File: config.mk
export PLATFORM = sky130hd
export DESIGN_NAME = line_rasterizer
export DESIGN_NICKNAME = d
export VERILOG_FILES = /design/src/rtl/core/lr_pkg.sv /design/src/rtl/core/line_rasterizer.sv
export SDC_FILE = /design/constraint.sdc
export NUM_CORES = 1
export LEC_CHECK = 0
export ABC_AREA = 1
export BUFFER_PORTS_ARGS = -buffer_cell sky130_fd_sc_hd__buf_2
export CAP_MARGIN = 25
export CORE_MARGIN = 8
export CORE_UTILIZATION = 46
export CTS_CLUSTER_DIAMETER = 40
export CTS_CLUSTER_SIZE = 10
export DETAILED_ROUTE_END_ITERATION = 10
export GPL_TIMING_DRIVEN = 0
export PLACE_DENSITY = 0.74
export SYNTH_ARGS = -nofsm -noshare
export SYNTH_HDL_FRONTEND = slang
export SYNTH_SLANG_ARGS = --single-unit
export TNS_END_PERCENT = 1
File: constraint.sdc
create_clock -name clk -period 4.92 [get_ports clk]
set_clock_uncertainty 0.15 [all_clocks]
set_input_delay 0.984 -clock clk [delete_from_list [all_inputs] [get_ports clk]]
set_output_delay 0.984 -clock clk [all_outputs]
set_load 0.005 [all_outputs]
File: src/rtl/core/lr_pkg.sv
// ----------------------------------------------------------------------------
// lr_pkg
// Request codes and widths shared by the line rasterizer.
// ----------------------------------------------------------------------------
`timescale 1ns / 1ps

package lr_pkg;

  // Request type carried on each input beat.
  localparam logic REQ_START = 1'b0;
  localparam logic REQ_NEXT  = 1'b1;

  // Extra bits that the decision term carries beyond the coordinate width.
  localparam int unsigned DECISION_EXTRA = 4;

  typedef logic req_t;

endpackage

File: src/rtl/core/line_rasterizer.sv
// ----------------------------------------------------------------------------
// line_rasterizer
// Integer midpoint line rasterizer for all octants, at most one pixel per beat.
// ----------------------------------------------------------------------------
//
//  channel | direction | handshake           | payload
//  --------+-----------+---------------------+----------------------------------
//  in      | input     | in_valid / in_ready | req_type, x_start, y_start,
//          |           |                     | x_end, y_end
//  out     | output    | out_valid/out_ready | pixel_x, pixel_y, last_pixel
//
// Each input beat is handled in the cycle it is accepted: the setup or one
// step of the midpoint loop sits between the line state and the result
// register, and the pixel appears in the next cycle. The result register alone
// parts the two sides; the input takes a new beat, one per cycle, whenever
// that register is empty or is being drained in the same cycle.
// A next request with no active line is accepted and yields no pixel.
// Reset (synchronous, active high) clears the line state and the result valid.
`timescale 1ns / 1ps

module line_rasterizer #(
  parameter int unsigned COORD_BITS = 12
) (
  input  logic                         clk,
  input  logic                         rst,
  input  logic                         in_valid,
  output logic                         in_ready,
  input  lr_pkg::req_t                 req_type,
  input  logic signed [COORD_BITS-1:0] x_start,
  input  logic signed [COORD_BITS-1:0] y_start,
  input  logic signed [COORD_BITS-1:0] x_end,
  input  logic signed [COORD_BITS-1:0] y_end,
  output logic                         out_valid,
  input  logic                         out_ready,
  output logic signed [COORD_BITS-1:0] pixel_x,
  output logic signed [COORD_BITS-1:0] pixel_y,
  output logic                         last_pixel
);

  import lr_pkg::*;

  localparam int unsigned CW = COORD_BITS;
  localparam int unsigned DW = COORD_BITS + DECISION_EXTRA;

  // Line state.
  logic signed [CW-1:0] current_x, current_y, target_x, target_y;
  logic        [CW:0]   delta_x, delta_y;
  logic signed [DW-1:0] decision;
  logic                 step_x_negative, step_y_negative, x_is_major, line_active;

  logic signed [CW-1:0] current_x_next, current_y_next, target_x_next, target_y_next;
  logic        [CW:0]   delta_x_next, delta_y_next;
  logic signed [DW-1:0] decision_next;
  logic                 step_x_negative_next, step_y_negative_next;
  logic                 x_is_major_next, line_active_next;

  logic                 in_beat, produce, last_next, out_valid_next;

  // Setup terms.
  logic signed [CW:0]   xs_ext, ys_ext, xe_ext, ye_ext;
  logic                 sxn_new, syn_new;
  logic        [CW:0]   dx_new, dy_new;
  logic signed [DW-1:0] dx_new_ext, dy_new_ext;

  // Step terms.
  logic signed [DW-1:0] dx_ext, dy_ext;
  logic signed [CW-1:0] x_stepped, y_stepped;

  assign in_ready = !out_valid || out_ready;
  assign in_beat  = in_valid && in_ready;

  always_comb begin
    xs_ext     = {x_start[CW-1], x_start};
    ys_ext     = {y_start[CW-1], y_start};
    xe_ext     = {x_end[CW-1], x_end};
    ye_ext     = {y_end[CW-1], y_end};
    sxn_new    = x_end < x_start;
    syn_new    = y_end < y_start;
    dx_new     = sxn_new ? (CW+1)'(xs_ext - xe_ext) : (CW+1)'(xe_ext - xs_ext);
    dy_new     = syn_new ? (CW+1)'(ys_ext - ye_ext) : (CW+1)'(ye_ext - ys_ext);
    dx_new_ext = signed'({{(DW-CW-1){1'b0}}, dx_new});
    dy_new_ext = signed'({{(DW-CW-1){1'b0}}, dy_new});

    dx_ext    = signed'({{(DW-CW-1){1'b0}}, delta_x});
    dy_ext    = signed'({{(DW-CW-1){1'b0}}, delta_y});
    x_stepped = step_x_negative ? current_x - CW'(1) : current_x + CW'(1);
    y_stepped = step_y_negative ? current_y - CW'(1) : current_y + CW'(1);
  end

  always_comb begin
    current_x_next       = current_x;
    current_y_next       = current_y;
    target_x_next        = target_x;
    target_y_next        = target_y;
    delta_x_next         = delta_x;
    delta_y_next         = delta_y;
    decision_next        = decision;
    step_x_negative_next = step_x_negative;
    step_y_negative_next = step_y_negative;
    x_is_major_next      = x_is_major;
    line_active_next     = line_active;
    produce              = 1'b0;
    last_next            = 1'b0;

    if (in_beat) begin
      if (req_type == REQ_START) begin
        current_x_next       = x_start;
        current_y_next       = y_start;
        target_x_next        = x_end;
        target_y_next        = y_end;
        step_x_negative_next = sxn_new;
        step_y_negative_next = syn_new;
        delta_x_next         = dx_new;
        delta_y_next         = dy_new;
        x_is_major_next      = dx_new >= dy_new;
        decision_next        = (dx_new >= dy_new) ? (dy_new_ext <<< 1) - dx_new_ext
                                                  : (dx_new_ext <<< 1) - dy_new_ext;
        line_active_next     = (dx_new != '0) || (dy_new != '0);
        produce              = 1'b1;
        last_next            = (dx_new == '0) && (dy_new == '0);
      end else if (line_active) begin
        produce = 1'b1;
        if (x_is_major) begin
          if (decision < 0) begin
            decision_next = decision + (dy_ext <<< 1);
          end else begin
            decision_next  = decision + ((dy_ext - dx_ext) <<< 1);
            current_y_next = y_stepped;
          end
          current_x_next = x_stepped;
          last_next      = x_stepped == target_x;
        end else begin
          if (decision < 0) begin
            decision_next = decision + (dx_ext <<< 1);
          end else begin
            decision_next  = decision + ((dx_ext - dy_ext) <<< 1);
            current_x_next = x_stepped;
          end
          current_y_next = y_stepped;
          last_next      = y_stepped == target_y;
        end
        if (last_next) begin
          line_active_next = 1'b0;
        end
      end
    end

    if (produce) begin
      out_valid_next = 1'b1;
    end else if (out_ready) begin
      out_valid_next = 1'b0;
    end else begin
      out_valid_next = out_valid;
    end
  end

  always_ff @(posedge clk) begin
    if (rst) begin
      current_x       <= '0;
      current_y       <= '0;
      target_x        <= '0;
      target_y        <= '0;
      delta_x         <= '0;
      delta_y         <= '0;
      decision        <= '0;
      step_x_negative <= 1'b0;
      step_y_negative <= 1'b0;
      x_is_major      <= 1'b0;
      line_active     <= 1'b0;
      out_valid       <= 1'b0;
    end else begin
      current_x       <= current_x_next;
      current_y       <= current_y_next;
      target_x        <= target_x_next;
      target_y        <= target_y_next;
      delta_x         <= delta_x_next;
      delta_y         <= delta_y_next;
      decision        <= decision_next;
      step_x_negative <= step_x_negative_next;
      step_y_negative <= step_y_negative_next;
      x_is_major      <= x_is_major_next;
      line_active     <= line_active_next;
      out_valid       <= out_valid_next;
    end
  end

  // The pixel register loads only when a new pixel is produced.
  always_ff @(posedge clk) begin
    if (produce) begin
      pixel_x    <= current_x_next;
      pixel_y    <= current_y_next;
      last_pixel <= last_next;
    end
  end

endmodule
==> impl_metrics.ini <==
[synthesis]
synth_top_cells_by_area = dfxtp_1, ha_1, nand2_1
ys_warn_count = 0
syn_nets = 2192
synthAdderAreaFrac_pct = 14.3
yosys.area.top_type_share_pct = 14.5
synth_top_family_by_area = simple AND/OR/NAND/NOR gates
synth_edf_count = 25
synthSimpleGateAreaFrac_pct = 26.3
synth.largest_area_cell = dfxtp_1
synthMuxAreaShare_pct = 0.386
synthTopCellsByCount = nand2_1, inv_1, a21oi_1
ys_types = 53
synth_compound_area_share_pct = 20.6
synthFlopType = dfxtp_1
yosys.cell_count.top_type = nand2_1
ys_ff_latch = 119
async_reset_ff_share_pct = 0
syn_area_per_cell_um2 = 6.50
synthXorXnorAreaFrac_pct = 6.55
synth_area_um2 = 13000
ys_seq_area_share_pct = 20.3
syn_inst = 1996

[drt]
firstDrtPassIters = 6
antenna_left = 0
wirelength_um = 45800
num_vias = 13989
routed_via_density = 5.59
post-route-drc-count = 0
wl_met3_um = 3530
dr_wl_met2_um = 21000
drt-met1-wl_um = 19500
drtIter0Drc = 1346
top_layer = met4
wl_per_cell_um = 18.3

[worst_setup_path]
crit_fanout = 10
max_stage_delay_ns = 0.36
worstSetupPathType = in2reg
crit_family = compound AO/OA/AOI/OAI gates
crit_required_ns = 5.06
critical_path.cell_chain = buf_2 -> inv_1 -> ha_1 -> a21oi_1 -> nand2_1 -> a21oi_2 -> nand3_2 -> nand2_4 -> buf_12 -> mux2i_4 -> xor2_4 -> inv_2 -> ha_1 -> nand2_1 -> inv_1 -> a221o_1 -> a21oi_2 -> buf_4 -> nand2_2 -> buf_6 -> o211ai_1 -> a21oi_1
rrSetupSlack_ns = 0.32
critPathCaptureType = flip-flop
startpoint_type = input pin
critPathSlowestCell = ha_1
r2r_start = delta_x[2]
reg2reg_depth = 25
arrival_ns = 5.01
cp_num_buf_inv = 7
r2r-end = decision[13]

[grt]
antenna_found_initial = 0
gr-total-overflow = 0
groute.usage.overall_pct = 26.6
grt_pass1_vias = 13320
grt_max_degree = 35
grt_pass1_wl_um = 70900

[cts]
cts_made_buffers = 17
cts_sinks = 119
ctsHoldBuffers = 0
clkLatencyLatePin_ns = 0.43
cts_tree = built
clockBufferDepth = 2
clk_pin_slew_ns = 0.06
h-tree-depth = 4
cts_root_buf = clkbuf_16

[min_path]
min_delay_path_depth = 2
hp-class = reg2reg
whs_endpoint = line_active
hold_start = line_active

[power]
p_leak_uw = 0.00755
power.density_nw_per_um2 = 401
peakVddDrop_uv = 214

[timing]
drv_slew = 0
clock.fmax_ghz = 0.206
rsz0062_at_grt = true
worstMarginPinSlew_ns = 0.965
hold_violations = 0
finalCritPeriodShare_pct = 98.9
layout_setup_ws_ns = 0.0548
finalSetupViolations = 0
max_slew_margin_pct = 35.7
layout_min_cycle_time_ns = 4.87

[die]
fp-row-count = 61
die_h_um = 184
io_pins = 80
die_area_um2 = 33800
core_area_um2 = 27800
die_w_um = 184
start_util_pct = 46.7

[placed_design]
gp_congestion = 0.972
numPortBuffers = 78
dpl.hpwl_um = 36000
dp_slack_ns = -1.06

[finish]
finalNetCount = 2308
largest_reg_flops = 15
layout.core_utilization_pct = 53.8
top_register = decision
largestRegisters = decision: 15 flops, delta_x: 13 flops, delta_y: 13 flops
syn2layout_area_growth_pct = 15.2
drive_gt1_share_pct = 12.1

[run_status]
outcome = completed

[job]
cap_violations = 0
==> timing repair <==
item,4_1_cts,5_1_grt
setup endpoints to repair,16,16
gates resized for setup,33,38
pin swaps,6,12
setup buffers,9,9
==> cells by family (layout without fill, tap and decap cells) <==
| family | count (synthesis) | after routing |
|---|---|---|
| buffers and inverters | 382 | 511 |
| muxes | 5 | 5 |
| and+or+nand+nor | 769 | 769 |
| other | 0 | 1 |
| xor gates and xnor gates | 97 | 97 |
| adders and majority gates | 143 | 143 |
| DFF | 119 | 119 |
| AOI/OAI and AO/OA | 481 | 481 |
==> metrics by stage <==
| stage | instances | power, uW | hold slack [ns] | TNS [ns] | cell area, um^2 |
|---|---|---|---|---|---|
| 2_1_floorplan | 1996 | 3480 | 0.323 | 0 | 13000 |
| 3_3_place_gp | 2452 | 4330 | 0.330 | -13.99 | 13800 |
| 3_5_place_dp | 2453 | 4370 | 0.348 | -14.67 | 13800 |
| 4_1_cts | 2494 | 5820 | 0.364 | -0.0221 | 14700 |
| 5_1_grt | 2503 | 6410 | 0.397 | -0.660 | 14900 |
| 6_report | 2504 | 6000 | 0.363 | 0 | 15000 |
==> worst register-to-register path, stage by stage, from the launching register on <==
cell and delay (ns):
dfxtp_1 0.36, inv_1 0.07, ha_1 0.27, clkbuf_1 0.30, nand2_1 0.12, o21ai_0 0.51
a21oi_1 0.22, xor2_1 0.17, o21ai_0 0.09, nand2_1 0.11, inv_1 0.07, ha_1 0.38
nand2_1 0.07, o21ai_0 0.41, nand2_1 0.16, nand2_1 0.10, nand2_1 0.06, a21oi_1 0.15
or2_2 0.13, a21oi_1 0.05, inv_1 0.11, nand3_1 0.10, nand3_1 0.08, nand3_1 0.09
nand2_1 0.11, a21oi_1 0.06
==> placed cells by master, fill, tap and decap left out, types with 10 or more instances in the layout <==
| cell type | instances |
|---|---|
| nor3_1 | 11 |
| xnor2_1 | 23 |
| dfxtp_1 | 94 |
| nand3b_1 | 14 |
| edfxtp_1 | 25 |
| o21bai_1 | 12 |
| a221oi_1 | 10 |
| a21oi_1 | 216 |
| o21ai_0 | 157 |
| ha_1 | 122 |
| clkbuf_1 | 50 |
| xor2_1 | 67 |
| nand3_1 | 119 |
| a31oi_1 | 13 |
| buf_2 | 84 |
| buf_4 | 18 |
| nand4_1 | 19 |
| nor2_1 | 102 |
| nand3_2 | 14 |
| clkbuf_16 | 17 |
| nand2_2 | 36 |
| inv_1 | 313 |
| o2111ai_1 | 12 |
| nand2_1 | 414 |
==> power by group <==
group | switching [uW] | internal, uW
sequential | 68.3 | 1090
combinational | 2290 | 1220
clock | 487 | 848
==> worst max-delay path by stage <==
stage | startpoint | endpoint | slack, ns | cells after the start
6_report | x_start[8] | decision[5] | 0.05 | 22
5_1_grt | y_start[6] | decision[14] | -0.11 | 28
4_1_cts | y_start[6] | decision[11] | -0.02 | 25
3_5_place_dp | x_start[7] | decision[8] | -1.06 | 24
3_3_place_gp | x_start[7] | decision[8] | -1.01 | 24
2_1_floorplan | x_start[7] | decision[13] | 0.35 | 24
==> per-layer routing <==
metal	track usage, %	vias up
met5	0	-
met2	44.0	559
li1	-	6846
met1	33.2	6481
met4	11.4	0
met3	5.51	103
==> final cells by class <==
type	count	area, um^2
diodes	1	2.50
plain buffers	64	327
clock buffers	20	437
clock inverters	12	176
fillers	2762	12800
inverters	318	1190
multi-input cells	1495	9160
flip-flops and latches	119	2630
well taps	378	473
repair buffers	97	547
No activity file was read; power rests on OpenSTA's default activity.
